===== src/sv/fsp_pkg.sv =====
// ----------------------------------------------------------------------------
// fsp_pkg
// Shared types, character constants and byte classifiers for the printf
// format specifier parser.
// ----------------------------------------------------------------------------
package fsp_pkg;

  localparam int unsigned QueueDepth = 2;

  typedef enum logic [2:0] {
    M_TEXT  = 3'd0,
    M_PCT   = 3'd1,
    M_FLAGS = 3'd2,
    M_WIDTH = 3'd3,
    M_DOT   = 3'd4,
    M_PREC  = 3'd5,
    M_ERR   = 3'd6
  } mode_t;

  typedef enum logic [2:0] {
    ST_OK     = 3'd0,
    ST_STARW  = 3'd1,
    ST_STARP  = 3'd2,
    ST_LENMOD = 3'd3,
    ST_TRUNC  = 3'd4,
    ST_UNSUP  = 3'd5
  } status_t;

  typedef enum logic [1:0] {
    CLS_INT   = 2'd0,
    CLS_FLOAT = 2'd1,
    CLS_STR   = 2'd2
  } cls_t;

  localparam logic KIND_ARG    = 1'b0;
  localparam logic KIND_STATUS = 1'b1;

  localparam logic [7:0] CH_NUL   = 8'h00;
  localparam logic [7:0] CH_PCT   = 8'h25;  // '%'
  localparam logic [7:0] CH_STAR  = 8'h2A;  // '*'
  localparam logic [7:0] CH_DOT   = 8'h2E;  // '.'
  localparam logic [7:0] CH_MINUS = 8'h2D;  // '-'
  localparam logic [7:0] CH_PLUS  = 8'h2B;  // '+'
  localparam logic [7:0] CH_SPACE = 8'h20;  // ' '
  localparam logic [7:0] CH_HASH  = 8'h23;  // '#'
  localparam logic [7:0] CH_ZERO  = 8'h30;  // '0'
  localparam logic [7:0] CH_NINE  = 8'h39;  // '9'

  // parser state carried between bytes
  typedef struct packed {
    mode_t      mode;
    status_t    code;
    logic [7:0] bad;
  } parse_state_t;

  // one result item
  typedef struct packed {
    logic       kind;
    cls_t       arg_class;
    status_t    status;
    logic [7:0] bad_char;
  } result_t;

  typedef struct packed {
    logic    emit;
    result_t item;
  } step_out_t;

  function automatic logic is_digit(input logic [7:0] c);
    return (c >= CH_ZERO) && (c <= CH_NINE);
  endfunction

  function automatic logic is_flag(input logic [7:0] c);
    return (c == CH_MINUS) || (c == CH_PLUS) || (c == CH_SPACE) ||
           (c == CH_HASH) || (c == CH_ZERO);
  endfunction

  // length modifiers: l h z j t L
  function automatic logic is_length(input logic [7:0] c);
    return (c == 8'h6C) || (c == 8'h68) || (c == 8'h7A) ||
           (c == 8'h6A) || (c == 8'h74) || (c == 8'h4C);
  endfunction

endpackage


===== src/sv/fsp_step.sv =====
// ----------------------------------------------------------------------------
// fsp_step
// Per-byte transition of the specifier parser: next parser state and the
// result item (if any) that one byte causes.
// ----------------------------------------------------------------------------
module fsp_step (
  input  fsp_pkg::parse_state_t cur,
  input  logic [7:0]            ch,
  output fsp_pkg::parse_state_t nxt,
  output fsp_pkg::step_out_t    res
);

  logic             conv_ok;
  fsp_pkg::cls_t    conv_cls;
  fsp_pkg::status_t conv_code;
  logic             to_conv;

  // conversion byte decode
  always_comb begin
    conv_ok   = 1'b0;
    conv_cls  = fsp_pkg::CLS_INT;
    conv_code = fsp_pkg::ST_UNSUP;
    if (fsp_pkg::is_length(ch)) begin
      conv_code = fsp_pkg::ST_LENMOD;
    end else begin
      case (ch)
        8'h64, 8'h69, 8'h75, 8'h63, 8'h78, 8'h58, 8'h6F: begin  // d i u c x X o
          conv_ok  = 1'b1;
          conv_cls = fsp_pkg::CLS_INT;
        end
        8'h66, 8'h46, 8'h65, 8'h45, 8'h67, 8'h47: begin         // f F e E g G
          conv_ok  = 1'b1;
          conv_cls = fsp_pkg::CLS_FLOAT;
        end
        8'h73: begin                                            // s
          conv_ok  = 1'b1;
          conv_cls = fsp_pkg::CLS_STR;
        end
        default: begin
          conv_ok = 1'b0;
        end
      endcase
    end
  end

  // next state
  always_comb begin
    nxt     = cur;
    to_conv = 1'b0;
    if (ch == fsp_pkg::CH_NUL) begin
      nxt.mode = fsp_pkg::M_TEXT;
      nxt.code = fsp_pkg::ST_OK;
      nxt.bad  = 8'h00;
    end else begin
      case (cur.mode)
        fsp_pkg::M_PCT, fsp_pkg::M_FLAGS: begin
          if (cur.mode == fsp_pkg::M_PCT && ch == fsp_pkg::CH_PCT) begin
            nxt.mode = fsp_pkg::M_TEXT;  // literal percent
          end else if (fsp_pkg::is_flag(ch)) begin
            nxt.mode = fsp_pkg::M_FLAGS;
          end else if (ch == fsp_pkg::CH_STAR) begin
            nxt.mode = fsp_pkg::M_ERR;
            nxt.code = fsp_pkg::ST_STARW;
            nxt.bad  = 8'h00;
          end else if (fsp_pkg::is_digit(ch)) begin
            nxt.mode = fsp_pkg::M_WIDTH;
          end else if (ch == fsp_pkg::CH_DOT) begin
            nxt.mode = fsp_pkg::M_DOT;
          end else begin
            to_conv = 1'b1;
          end
        end
        fsp_pkg::M_WIDTH: begin
          if (fsp_pkg::is_digit(ch)) begin
            nxt.mode = fsp_pkg::M_WIDTH;
          end else if (ch == fsp_pkg::CH_DOT) begin
            nxt.mode = fsp_pkg::M_DOT;
          end else begin
            to_conv = 1'b1;
          end
        end
        fsp_pkg::M_DOT: begin
          if (ch == fsp_pkg::CH_STAR) begin
            nxt.mode = fsp_pkg::M_ERR;
            nxt.code = fsp_pkg::ST_STARP;
            nxt.bad  = 8'h00;
          end else if (fsp_pkg::is_digit(ch)) begin
            nxt.mode = fsp_pkg::M_PREC;
          end else begin
            to_conv = 1'b1;
          end
        end
        fsp_pkg::M_PREC: begin
          if (!fsp_pkg::is_digit(ch)) begin
            to_conv = 1'b1;
          end
        end
        fsp_pkg::M_ERR: begin
          nxt = cur;
        end
        default: begin
          nxt.mode = (ch == fsp_pkg::CH_PCT) ? fsp_pkg::M_PCT : fsp_pkg::M_TEXT;
        end
      endcase
      if (to_conv) begin
        if (conv_ok) begin
          nxt.mode = fsp_pkg::M_TEXT;
        end else begin
          nxt.mode = fsp_pkg::M_ERR;
          nxt.code = conv_code;
          nxt.bad  = (conv_code == fsp_pkg::ST_UNSUP) ? ch : 8'h00;
        end
      end
    end
  end

  // result item
  always_comb begin
    res.emit           = 1'b0;
    res.item.kind      = fsp_pkg::KIND_ARG;
    res.item.arg_class = fsp_pkg::CLS_INT;
    res.item.status    = fsp_pkg::ST_OK;
    res.item.bad_char  = 8'h00;
    if (ch == fsp_pkg::CH_NUL) begin
      res.emit      = 1'b1;
      res.item.kind = fsp_pkg::KIND_STATUS;
      if (cur.mode == fsp_pkg::M_ERR) begin
        res.item.status   = cur.code;
        res.item.bad_char = (cur.code == fsp_pkg::ST_UNSUP) ? cur.bad : 8'h00;
      end else if (cur.mode != fsp_pkg::M_TEXT) begin
        res.item.status = fsp_pkg::ST_TRUNC;
      end
    end else if (to_conv && conv_ok) begin
      res.emit           = 1'b1;
      res.item.arg_class = conv_cls;
    end
  end

endmodule


===== src/sv/format_string_signature_parser_top.sv =====
// ----------------------------------------------------------------------------
// format_string_signature_parser_top
// printf format specifier parser: one byte of a format string per item,
// argument classes out per conversion and a final status per string.
// ----------------------------------------------------------------------------
// Flow: an accepted byte is held in the input register; its result, if any,
//   is then written into the result queue and offered on out_*.
// Throughput: one byte per cycle while the result queue has room.
// A two-entry result queue lets bytes keep flowing while a result waits.
// Reset (rst, synchronous): parser back to text mode, no error, queue empty.
// ----------------------------------------------------------------------------
module format_string_signature_parser_top #(
  parameter int unsigned QDEPTH = fsp_pkg::QueueDepth
) (
  input  logic       clk,
  input  logic       rst,
  // byte channel
  input  logic       in_valid,
  output logic       in_ready,
  input  logic [7:0] ch,
  // result channel
  output logic       out_valid,
  input  logic       out_ready,
  output logic       kind,
  output logic [1:0] arg_class,
  output logic [2:0] status,
  output logic [7:0] bad_char
);

  localparam int unsigned PW = (QDEPTH > 1) ? $clog2(QDEPTH) : 1;
  localparam int unsigned CW = $clog2(QDEPTH + 1);

  // input register
  logic       stg_valid;
  logic [7:0] stg_ch;
  logic       stg_fire;

  // parser state
  fsp_pkg::parse_state_t pstate;
  fsp_pkg::parse_state_t pstate_next;
  fsp_pkg::step_out_t    step_res;

  // result queue
  fsp_pkg::result_t q [QDEPTH];
  logic [PW-1:0]    wr_ptr;
  logic [PW-1:0]    rd_ptr;
  logic [CW-1:0]    count;
  logic             push;
  logic             pop;

  // The staged byte moves on whenever the queue has room, so the queue
  // can never overflow even when the byte emits a result.
  assign stg_fire = stg_valid && (count != CW'(QDEPTH));
  assign in_ready = !stg_valid || stg_fire;

  always_ff @(posedge clk) begin
    if (rst) begin
      stg_valid <= 1'b0;
    end else if (in_ready) begin
      stg_valid <= in_valid;
    end
  end

  always_ff @(posedge clk) begin
    if (in_valid && in_ready) begin
      stg_ch <= ch;
    end
  end

  fsp_step u_step (
    .cur (pstate),
    .ch  (stg_ch),
    .nxt (pstate_next),
    .res (step_res)
  );

  always_ff @(posedge clk) begin
    if (rst) begin
      pstate.mode <= fsp_pkg::M_TEXT;
      pstate.code <= fsp_pkg::ST_OK;
      pstate.bad  <= 8'h00;
    end else if (stg_fire) begin
      pstate <= pstate_next;
    end
  end

  // queue bookkeeping
  assign push = stg_fire && step_res.emit;
  assign pop  = out_valid && out_ready;

  function automatic logic [PW-1:0] ptr_inc(input logic [PW-1:0] p);
    return (p == PW'(QDEPTH - 1)) ? '0 : p + PW'(1);
  endfunction

  always_ff @(posedge clk) begin
    if (rst) begin
      wr_ptr <= '0;
      rd_ptr <= '0;
      count  <= '0;
    end else begin
      if (push) begin
        wr_ptr <= ptr_inc(wr_ptr);
      end
      if (pop) begin
        rd_ptr <= ptr_inc(rd_ptr);
      end
      if (push && !pop) begin
        count <= count + CW'(1);
      end else if (pop && !push) begin
        count <= count - CW'(1);
      end
    end
  end

  always_ff @(posedge clk) begin
    if (push) begin
      q[wr_ptr] <= step_res.item;
    end
  end

  assign out_valid = (count != '0);
  assign kind      = q[rd_ptr].kind;
  assign arg_class = q[rd_ptr].arg_class;
  assign status    = q[rd_ptr].status;
  assign bad_char  = q[rd_ptr].bad_char;

endmodule


===== config.mk =====
export PLATFORM = sky130hd
export DESIGN_NAME = format_string_signature_parser_top
export DESIGN_NICKNAME = d
export VERILOG_FILES = /design/src/sv/fsp_pkg.sv /design/src/sv/fsp_step.sv /design/src/sv/format_string_signature_parser_top.sv
export SDC_FILE = /design/constraint.sdc
export NUM_CORES = 1
export LEC_CHECK = 0
export ABC_AREA = 1
export BUFFER_PORTS_ARGS = -buffer_cell sky130_fd_sc_hd__buf_2
export CAP_MARGIN = 30
export CORE_ASPECT_RATIO = 1.25
export CORE_MARGIN = 10
export CORE_UTILIZATION = 55
export CTS_BUF_LIST = sky130_fd_sc_hd__clkbuf_16
export DETAILED_ROUTE_END_ITERATION = 8
export GPL_ROUTABILITY_DRIVEN = 0
export PLACE_DENSITY = 0.76
export SYNTH_ARGS = -nofsm -noshare
export SYNTH_HDL_FRONTEND = slang
export SYNTH_HIERARCHICAL = 1
export SYNTH_SLANG_ARGS = --single-unit
export TNS_END_PERCENT = 100

===== constraint.sdc =====
create_clock -name clk -period 3.3 [get_ports clk]
set_input_delay 0.66 -clock clk [delete_from_list [all_inputs] [get_ports clk]]
set_output_delay 0.66 -clock clk [all_outputs]
set_load 0.01 [all_outputs]

# Yosys cells after proc, flatten, opt, wreduce, memory -nomap -nowiden
# Memory sizes are Yosys's and may differ from the RTL's. A register that Yosys moved wholly into a read port is not among the register bits.
# Index checks and enable logic that the tools add are counted.
# W data, S select, Z words.
# word_totals
reg_bits	27
latchBits	0
mem_bits_rw	28
rom_bits	0
inputBits	12
output_inout_bits	16
word_cells	137
memories	1
# memory_table
name	words	width	rd	rd_clocked_by_memory_dff	write_ports	line	source
q	2	14	1	1	1	format_string_signature_parser_top.sv:44	fsp_pkg::result_t q [QDEPTH];
# classes
add_sub_neg	4
n_mul	0
div	0
magnitude_cmp	2
n_eq_ne	39
shifts	0
muxes	52
n_bitwise	0
reduce_logical	31
# op_table
op	count
$eq A8 B7 Y1 const B	20
$mux W11	6
$eq A8 B6 Y1 const B	8
$mux W3	11
$mux W14	2
$mux W8	3
$pmux W11 S2	1
$mux W1	21
$eq A3 B3 Y1 const B	5
$reduce_or A14 Y1	1
$pmux W3 S4	1
$logic_or A1 B1 Y1	10
$mux W2	5
$logic_and A1 B1 Y1	9
$ge A8 B6 Y1 const B	1
$le A8 B6 Y1 const B	1
$logic_not A8 Y1	1
$eq A3 B2 Y1 const B	2
$reduce_or A6 Y1	1
$ne A5 B1 Y1 const B	1
$pmux W1 S4	1
$pmux W2 S2	1
$reduce_bool A2 Y1	2
$reduce_or A2 Y1	2
other kinds (9)	12

# Logic depth before layout (Yosys ltp)
# Gate-level depths: netlist of run 1.
# logic_depth
depth_word	18
depth_mapped	21
ltp_nobuf	20

# Hierarchy
# Netlist of run 1, hierarchy kept.
# modules_own_cells
mod	instances	cells_each	area_each_um2	seq_area_each_um2
format_string_signature_parser_top	1	155	2048.2	1481.4
fsp_step	1	263	1222.4	0.0

# Worst setup path after synthesis of run 1
# Ideal clock, no wire load.
# synth_timing
path_type	flip-flop to flip-flop
start	register stg_ch[3]
end	memory q[0][0] (netlist bit), enable pin
setup_ns	0.384
arrival_ns	2.180
t_required_ns	2.916
slack_ns	0.735
stages_incl_launch_ff	12
path_buffers	2
synth_period_minus_slack_ns	2.565
path_cell_list	edfxtp_1 buf_2 nor2_1 nand2_1 nor3_4 nor2_8 nand2_4 buf_6 nand3_2 nand2_2 nand3_1 nor2_1
# synth_lines
item	line	source
start, declared	format_string_signature_parser_top.sv:35	logic [7:0] stg_ch;
start signal, assigned	format_string_signature_parser_top.sv:66	stg_ch <= ch;
end, declared	format_string_signature_parser_top.sv:44	

==> run summary, run 1 <==
Outcome = finished clean
Total global-route track usage = 14.6%
Cts repair resizes = 0
Fraction of registers with async set/reset = 0%
Clk_skew = 10.9 ps
Area contributors post-synth = edfxtp_1 (33%), nand2_1 (14%), dfxtp_1 (12%)
Buffer and inverter count on the worst path = 5
Unrepaired setup endpoints after global routing = false
Largest net degree at the start of global routing = 22
Ys flop type = edfxtp_1
Count leader, synth = nand2_1
Leak pwr = 0.00166 uW
CP max FO = 14
Seq cells post-synth = 56
Max Cap Viol = 0
Yosys warns = 6
Hold-fix buffers, CTS = 0
Post-synth EDFFs = 36
Area grow syn2layout = 9.26%
Clock Sink Count = 56
Total CTS buffers = 5
IO buf count = 27
Row Count = 31
Syn_nets = 431
Drt first pass iters = 4
Crit Path Class = register to register
Number of I/O pins = 28
Share of layout cells above drive strength 1 = 18.4%
NumNets Final = 457
Most common cell on crit path = inv_1
Final hold vios = 0
Crit path time final = 2510 ps
Grt ovf = 0
Maximum level of the CTS H-tree = 2
# Post-CTS Setup Buffers = 0
R2r worst-path depth = 18
Starting Density = 56.6%
Worst Path Required = 3530 ps
Core Area = 0.00578 mm^2
Die W = 89.0 um
Worst hold path type = register to register
Clock tree buffer depth = 2
Power density cells = 459 mW/mm^2
Clk_lat worst skew = 300 ps
First-pass GRT wire length = 11.3 mm
Sequential area share after synthesis = 45.3%
Slowest cell on the critical path = edfxtp_1
Vias/cell = 5.26
Share of the synthesized area in the top cell type = 33.1%
Normalized max-slew margin = 57.0%
Fmax = 398 MHz
Root buf cell = clkbuf_16
CTS tree = yes
Final Slew Violations = 0
Synth cell count leaders = nand2_1 (120), nor2_1 (78), edfxtp_1 (36), nand3_1 (31), inv_1 (26)
Worst Setup Start Kind = register
HPWL after DPL = 5.12 mm
Placed cells = 503
Fillers = 491
Synth unique cells = 37
Mapped Cells = 418
Final std cells w/o fill = 511
Via count = 2690
Wire length per cell = 13.2 um
Avg Cell Area, Syn = 7.82 um^2
Critical path depth in cells = 18
Tcrit/Tclk final = 76.1%
Clock Pin Slew Worst Setup and Hold Paths = 70 ps
Setup_tns = 0 ps
Worst endpoint data arrival time = 2750 ps
Antenna diodes = 0
Die height = 106 um
DIE AREA = 0.00945 mm^2
Initial antenna violation count = 0
Total Wirelength = 6.74 mm
Hold path cells = 1
Final setup viols = 0
Max IR drop VDD = 0.297 mV
Detailed-route DRC error count = 0
Crit. End Element = register
Largest delay contributor family on the critical path = simple AND/OR/NAND/NOR gates
Drt first-iter violations = 235
Vias in the first global route = 2470
Worst path max stage delay = 450 ps
Post-Syn Area = 0.00327 mm^2
Area leader, netlist = edfxtp_1
Post-route ant nets = 0
Crit-path cells = inv_2, nand2_1, nor2_4, nand2_2, inv_2, nor2_1, a21oi_2, nand2_4, nand3_2, nand2_2, nand3_1, inv_1, ha_1, inv_1, nand3_1, nand2_1, inv_1, nor2_1
Worst-margin pin slew = 644 ps
==> per-layer routing <==
layer  GRT usage (%)  vias to the layer above  part of all wire, %
met2            25.2                       68                   51
met3            2.90                        8                  5.1
met5               0                        -                    0
met4            4.33                        0                  1.1
met1            17.6                     1193                   43
li1                -                     1421                    -
==> path summary, 6_finish.rpt <==
check	slack [ps]	start	endpoint
hold / removal	500	count[0]	count[0]
setup / recovery	790	stg_ch[4]	count[1]
hold reg to reg	500	count[0]	count[0]
setup reg to reg	790	stg_ch[4]	count[1]
==> cells by family (layout without fill, tap and decap cells) <==
group	count (synthesis)	after routing	share of synthesized area (%)
adders and majority gates	1	1	0.382
muxes	14	14	4.82
buffers and inverters	49	76	7.46
and+or+nand+nor	266	266	36.5
AOI/OAI and AO/OA	32	32	5.55
DFF	56	56	45.3
==> cell usage in the layout, fill, tap and decap left out, drive strengths merged, types with 2 or more instances in the layout <==
| cell type | Yosys | routed |
|---|---|---|
| a21oi | 8 | 8 |
| buf | 8 | 30 |
| clkbuf | 3 | 5 |
| clkinv | 1 | 2 |
| dfxtp | 20 | 20 |
| edfxtp | 36 | 36 |
| inv | 37 | 38 |
| mux2 | 14 | 14 |
| nand2 | 130 | 130 |
| nand3 | 34 | 34 |
| nand3b | 2 | 2 |
| nand4 | 9 | 9 |
| nor2 | 84 | 84 |
| nor3 | 6 | 6 |
| o21ai | 22 | 22 |
==> registers in the layout, summed over array words and instances (netlist names), named ones only <==
name / count
q: 28
pstate: 14
stg_ch: 8
count: 2
rd_ptr: 1
stg_valid: 1
wr_ptr: 1
==> area by class of cell <==
cell class / count / area, um^2 / area share (%)
Clock inverter: 3 / 27.5 / 0.770
Sequential cell: 56 / 1480 / 41.5
Tap cell: 66 / 82.6 / 2.31
Timing Repair Buffer: 30 / 158 / 4.41
Clock buffer: 5 / 125 / 3.50
Inverter: 38 / 149 / 4.17
Multi-Input combinational cell: 313 / 1550 / 43.4
==> stage by stage <==
step	power, uW	util (%)	hold WS [ps]	area (um^2)	setup WS, ps
after floorplan	1060	-	453	3270	735
after global placement	1100	59.2	469	3420	849
after detailed placement	1110	59.2	477	3420	796
after CTS	1650	61.8	504	3570	774
after global routing	1730	61.8	527	3570	550
final	1640	61.8	498	3570	787
==> where the power goes <==
| part | leakage, uW | switching, uW | internal (uW) |
|---|---|---|---|
| Combinational | 0.00104 | 187 | 107 |
| Clock | 0.0000719 | 253 | 288 |
| Sequential | 0.000549 | 37.3 | 769 |
(Power assumes the default switching activity.)
==> inputs of run 2 (changes only) <==
- CORE_UTILIZATION: 55 -> 54
- PLACE_DENSITY: 0.76 -> 0.78
- clock period: 3.3 -> 2.1 ns (I/O delays scaled with it)
==> run 2 against run 1 <==
Compared with the run above: the run now ends with negative setup slack left; sequential share of layout area is 8.0 points lower; routed wire length is 37% higher; hold slack lost 210 ps; critical path type unchanged; via count is 23% higher; die area grew 1.5%.
==> run summary, run 2 (same netlist as run 1, synthesis figures left out) <==
Area grow syn2layout = 35.2%
Final Slew Violations = 0 (unchanged)
Post-route setup slack = -220 ps (-1010 ps)
Via count = 3304 (+23%)
Most common cell on crit path = buf_4
Starting Density = 55.8% (-0.75 points)
First-pass GRT wire length = 12.3 mm (+8.9%)
Normalized max-slew margin = 63.9% (+6.9 points)
Vias/cell = 5.65 (+7.3%)
Die W = 89.6 um (+0.71%)
Buffer and inverter count on the worst path = 4 (-1)
Tot Pwr = 2920 uW (+78%)
Clock tree buffer depth = 2 (unchanged)
Power density cells = 661 mW/mm^2 (+44%)
Fillers = 364 (-26%)
Clk_skew = 13.2 ps (+2.31 ps)
Maximum level of the CTS H-tree = 2 (unchanged)
Outcome = finished with violations
Worst endpoint data arrival time = 2330 ps (-420 ps)
Root buf cell = clkbuf_16
Crit Path Class = register to register
Top Registers = q (28), pstate (14), stg_ch (8)
Violated checks = negative setup slack
Fmax = 431 MHz (+8.3%)
NumNets Final = 515 (+13%)
Total global-route track usage = 16.0% (+1.5 points)
Hold-fix buffers, CTS = 0 (unchanged)
Unrepaired setup endpoints after global routing = true
Core Area = 0.00586 mm^2 (+1.3%)
Largest net degree at the start of global routing = 22 (unchanged)
Max Cap Viol = 0 (unchanged)
Detailed-route DRC error count = 0 (unchanged)
Finished Core Util = 75.5% (+14 points)
Leak pwr = 0.00200 uW (+21%)
Vias in the first global route = 2767 (+12%)
HPWL after DPL = 5.34 mm (+4.3%)
Final hold vios = 0 (unchanged)
Share of layout cells above drive strength 1 = 38.4% (+20 points)
Max reg flops = 28 (unchanged)
Largest delay contributor family on the critical path = simple AND/OR/NAND/NOR gates
Total CTS buffers = 5 (unchanged)
Most frequent cells in the layout = nand2_1 (93), nor2_1 (67), buf_4 (50)
Slowest cell on the critical path = edfxtp_1
Number of I/O pins = 28 (unchanged)
Post-route ant nets = 0 (unchanged)
Worst Path Required = 2110 ps (-1420 ps)
CTS tree = yes
Grt ovf = 0 (unchanged)
Worst Setup Start Kind = register
Drt first-iter violations = 438 (+86%)
Total Wirelength = 9.24 mm (+37%)
Initial antenna violation count = 0 (unchanged)
Drt first pass iters = 6 (+2)
Final setup viols = 44 (+44)
CP max FO = 14 (unchanged)
Clock Sink Count = 56 (unchanged)
Crit. End Element = register
Crit-path cells = buf_4, buf_4, nor2_1, nand2_1, nand4_1, nand2_2, nand2_4, nand3_4, nand2_4, nand3_4, buf_4, nor2_4, buf_12
Row Count = 31 (unchanged)
Clk_lat worst skew = 300 ps (about the same)
Worst path max stage delay = 510 ps (+60 ps)
Largest reg by FF count = q
Wire length per cell = 15.8 um (+20%)
Clock Pin Slew Worst Setup and Hold Paths = 80 ps (about the same)
Crit path time final = 2320 ps (-192 ps)
DIE AREA = 0.00959 mm^2 (+1.5%)
Worst-margin pin slew = 541 ps (-103 ps)
Die height = 107 um (+0.75%)
Antenna diodes = 0 (unchanged)
Worst hold path type = input port to register
Max IR drop VDD = 0.428 mV (+44%)
IO buf count = 27 (unchanged)
Most common cell after layout, fill and taps aside = nand2_1
Tcrit/Tclk final = 110% (+34 points)
## run 2: per-stage QoR
step | cells | setup TNS (ps) | hold WS [ps] | setup WS (ps) | area [um^2]
detailed placement | 539 | -371 | 479 | -177 | 3690
global placement | 539 | -64.0 | 470 | -32.1 | 3690
floorplan | 418 | 0 | 453 | 11.2 | 3340
global route | 585 | -13790 | 288 | -427 | 4420
CTS | 566 | -154 | 289 | -57.5 | 4040
finish | 585 | -6950 | 286 | -220 | 4420
## run 2: report_power, final
group | internal (uW) | total (uW) | switching, uW
sequential | 1210 | 1260 | 50.2
combinational | 345 | 801 | 456
clock | 453 | 863 | 410
total | 2010 | 2920 | 916
## run 2: path summary, 6_finish.rpt
check            start         to  slack (ps)  cells after the start
max          stg_ch[3]   q[0][12]        -220                     13
min              ch[0]  stg_ch[0]         290                      1
max reg2reg  stg_ch[3]   q[0][12]        -220                     13
min reg2reg  pstate[9]  pstate[9]         490                      2
## run 2: area by class of cell
| cell class | instances | area, um^2 | share of cell area [%] |
|---|---|---|---|
| Tap cell | 82 | 103 | 2.32 |
| Multi-Input combinational cell | 314 | 1850 | 41.8 |
| Clock buffer | 5 | 125 | 2.83 |
| Timing Repair Buffer | 87 | 684 | 15.5 |
| Clock inverter | 3 | 27.5 | 0.623 |
| Sequential cell | 56 | 1480 | 33.5 |
| Inverter | 38 | 154 | 3.48 |
## run 2: metal layers
metal	vias up	wire length, um	track usage [%]
met3	42	674	3.11
met1	1512	3420	17.5
met4	0	397	7.29
met2	209	4750	28.7
met5	-	0	0
li1	1541	-	-
## run 2: timing repair
item | CTS | global route
gates cloned | 0 | 3
pin swaps | 17 | 37
buffers inserted | 19 | 17
resized for setup | 17 | 56
setup endpoints to repair | 26 | 46
==> inputs of run 3 (changes only) <==
- CORE_UTILIZATION: 54 -> 55
- CTS_BUF_LIST: sky130_fd_sc_hd__clkbuf_16 -> sky130_fd_sc_hd__clkbuf_4
- PLACE_DENSITY: 0.78 -> 0.79
==> run 3 against run 2 <==
Compared with the run above: the run still ends with negative setup slack left; via count decreased by 5.4%; final area down 7.6%; sequential share of layout area is 2.8 points higher; total power decreased by 19%; clock skew up 10 ps; combinational power decreased by 22%; critical endpoint is now q[0][13]; sequential power barely moved; hold slack got worse by 100 ps; cell count shrank 4.3%.
==> run summary, run 3 (same netlist as run 1, synthesis figures left out) <==
Largest net degree at the start of global routing = 22 (unchanged)
Register Area = 0.00148 mm^2 (unchanged)
Crit. Startpoint = stg_ch[0]
CTS tree = yes
Placed cells = 523 (-3.0%)
Clock Sink Count = 56 (unchanged)
Final hold vios = 0 (unchanged)
Net Sw Frac = 33.0% (+1.6 points)
Most frequent cells in the layout = nand2_1 (107), nor2_1 (70), buf_4 (46)
Total CTS buffers = 5 (unchanged)
Clock Pin Slew Worst Setup and Hold Paths = 180 ps (+100 ps)
Drt first-iter violations = 325 (-26%)
Post-route setup slack = -181 ps (+39.0 ps)
Final setup viols = 40 (-9.1%)
R2r setup slk = -180 ps (+40 ps)
Worst endpoint data arrival time = 2390 ps (+60 ps)
Clk_skew = 23.6 ps (+10.4 ps)
Max reg flops = 28 (unchanged)
Violated checks = negative setup slack
R2r worst-path depth = 12 (-1)
Crit Reg-Reg Startpoint = stg_ch[0]
Flop pwr share = 52.7% (+9.6 points)
Combinational share of power = 26.2% (-1.2 points)
Fillers = 432 (+19%)
Via count = 3125 (-5.4%)
HPWL after DPL = 5.46 mm (+2.3%)
Share of layout cells above drive strength 1 = 33.6% (-4.8 points)
Reg2reg end = q[0][13]
IO buf count = 27 (unchanged)
Switch Pwr = 785 uW (-14%)
Crit path time final = 2280 ps (-39.0 ps)
Unrepaired setup endpoints after global routing = true
Maximum level of the CTS H-tree = 2 (unchanged)
Outcome = finished with violations
Clk_lat worst skew = 390 ps (+90 ps)
Top Registers = q (28), pstate (14), stg_ch (8)
Grt ovf = 0 (unchanged)
Worst-margin pin slew = 476 ps (-65.3 ps)
Worst Setup Start Kind = register
Multi-input gate area = 0.00174 mm^2 (-5.8%)
Max IR drop VDD = 0.365 mV (-15%)
Clock tree buffer depth = 2 (unchanged)
Row Count = 31 (unchanged)
Max Cap Viol = 0 (unchanged)
Power density cells = 583 mW/mm^2 (-12%)
First-pass GRT wire length = 12.8 mm (+3.8%)
Hold-fix buffers, CTS = 0 (unchanged)
Worst Path Required = 2210 ps (+100 ps)
NumNets Final = 506 (-1.7%)
Final Slew Violations = 0 (unchanged)
Post-route ant nets = 0 (unchanged)
CP max FO = 14 (unchanged)
Root buf cell = clkbuf_4
Crit. End Element = register
Number of I/O pins = 28 (unchanged)
Fmax = 438 MHz (+1.7%)
Total global-route track usage = 16.4% (+0.40 points)
Die W = 89.0 um (-0.71%)
Crit Path Class = register to register
Total Wirelength = 8.21 mm (-11%)
Pre-CTS WS = -145 ps (+31.8 ps)
Tcrit/Tclk final = 109% (-1.9 points)
Normalized max-slew margin = 68.2% (+4.4 points)
Starting Density = 56.6% (+0.75 points)
DIE AREA = 0.00945 mm^2 (-1.4%)
Hold Startpoint = ch[0]
Drt first pass iters = 5 (-1)
Most common cell after layout, fill and taps aside = nand2_1
Leak pwr = 0.00188 uW (-5.6%)
Hold EP = stg_ch[0]
Vias in the first global route = 2839 (+2.6%)
Clk pwr share = 21.1% (-8.4 points)
Area grow syn2layout = 24.9%
Core Area = 0.00578 mm^2 (-1.3%)
Vias/cell = 5.58 (-1.2%)
Detailed-route DRC error count = 0 (unchanged)
Largest reg by FF count = q
Wire length per cell = 14.7 um (-7.3%)
Internal power = 1590 uW (-20%)
Worst hold path type = input port to register
Final std cells w/o fill = 560 (-4.3%)
Antenna diodes = 0 (unchanged)
Initial antenna violation count = 0 (unchanged)
Hold path cells = 1 (unchanged)
Die height = 106 um (-0.74%)
## run 3: cell types whose count changed in the layout (fill, tap and decap cells not counted), moves of 3 or more
cell	change
nand2_4	-7
clkbuf_4	+5
clkbuf_16	-7
o21ai_1	+3
buf_4	-4
nand2_2	-7
nor2_1	+3
nand2_1	+14
## run 3: what timing repair did
item / in CTS / in global routing
setup buffers: 14 / 16
gates resized for setup: 9 / 34
pin swaps: 16 / 31
setup endpoints to repair: 42 / 45
## run 3: area by class of cell
class | count | share of cell area (%)
Clock buffer | 5 | 0.919
Multi-Input combinational cell | 313 | 42.6
Clock inverter | 3 | 0.674
Timing Repair Buffer | 79 | 13.8
Inverter | 38 | 3.71
Sequential cell | 56 | 36.3
Tap cell | 66 | 2.02
## run 3: power groups by stage
stage | Clock, uW | Combinational, uW | Sequential (uW)
finish | 502 | 624 | 1250
global route | 557 | 684 | 1260
CTS | 517 | 557 | 1250
detailed placement | 0 | 522 | 1280
global placement | 0 | 505 | 1280
floorplan | 0 | 414 | 1270
## run 3: routing by layer
layer | track usage [%] | vias up | wire, um
met2 | 27.6 | 129 | 4300
met3 | 2.83 | 27 | 411
met1 | 19.9 | 1454 | 3200
met4 | 7.18 | 0 | 293
met5 | 0 | - | 0
li1 | - | 1515 | -
## run 3: worst max path at each step
stage,end,slack [ps],cells after the start
2_1_floorplan,count[1],10,17
3_3_place_gp,count[0],-20,16
3_5_place_dp,count[0],-140,16
4_1_cts,count[0],-110,15
5_1_grt,count[1],-310,18
6_report,q[0][13],-180,12
## run 3: worst max-delay path: stages, from the launching register on
cell and delay (ps):
edfxtp_1 490, buf_4 160, nor2_4 50, buf_4 120, nand2_1 70, nand3_2 130
a32oi_4 290, nand3_4 120, nand2_4 100, nand3_4 70, buf_4 150, nor2_4 90
buf_12 150
## run 3: metrics by stage
step                      power [uW]  setup TNS, ps  utilization [%]  cell area, um^2  hold WS [ps]
final                           2380          -3770             70.7             4090           183
after global routing            2500          -8890             70.7             4090           167
after CTS                       2330          -1070             66.9             3860           175
after detailed placement        1800          -1590             63.3             3660           488
after global placement          1780          -39.0             63.3             3660           469
after floorplan                 1690              0                -             3340           453
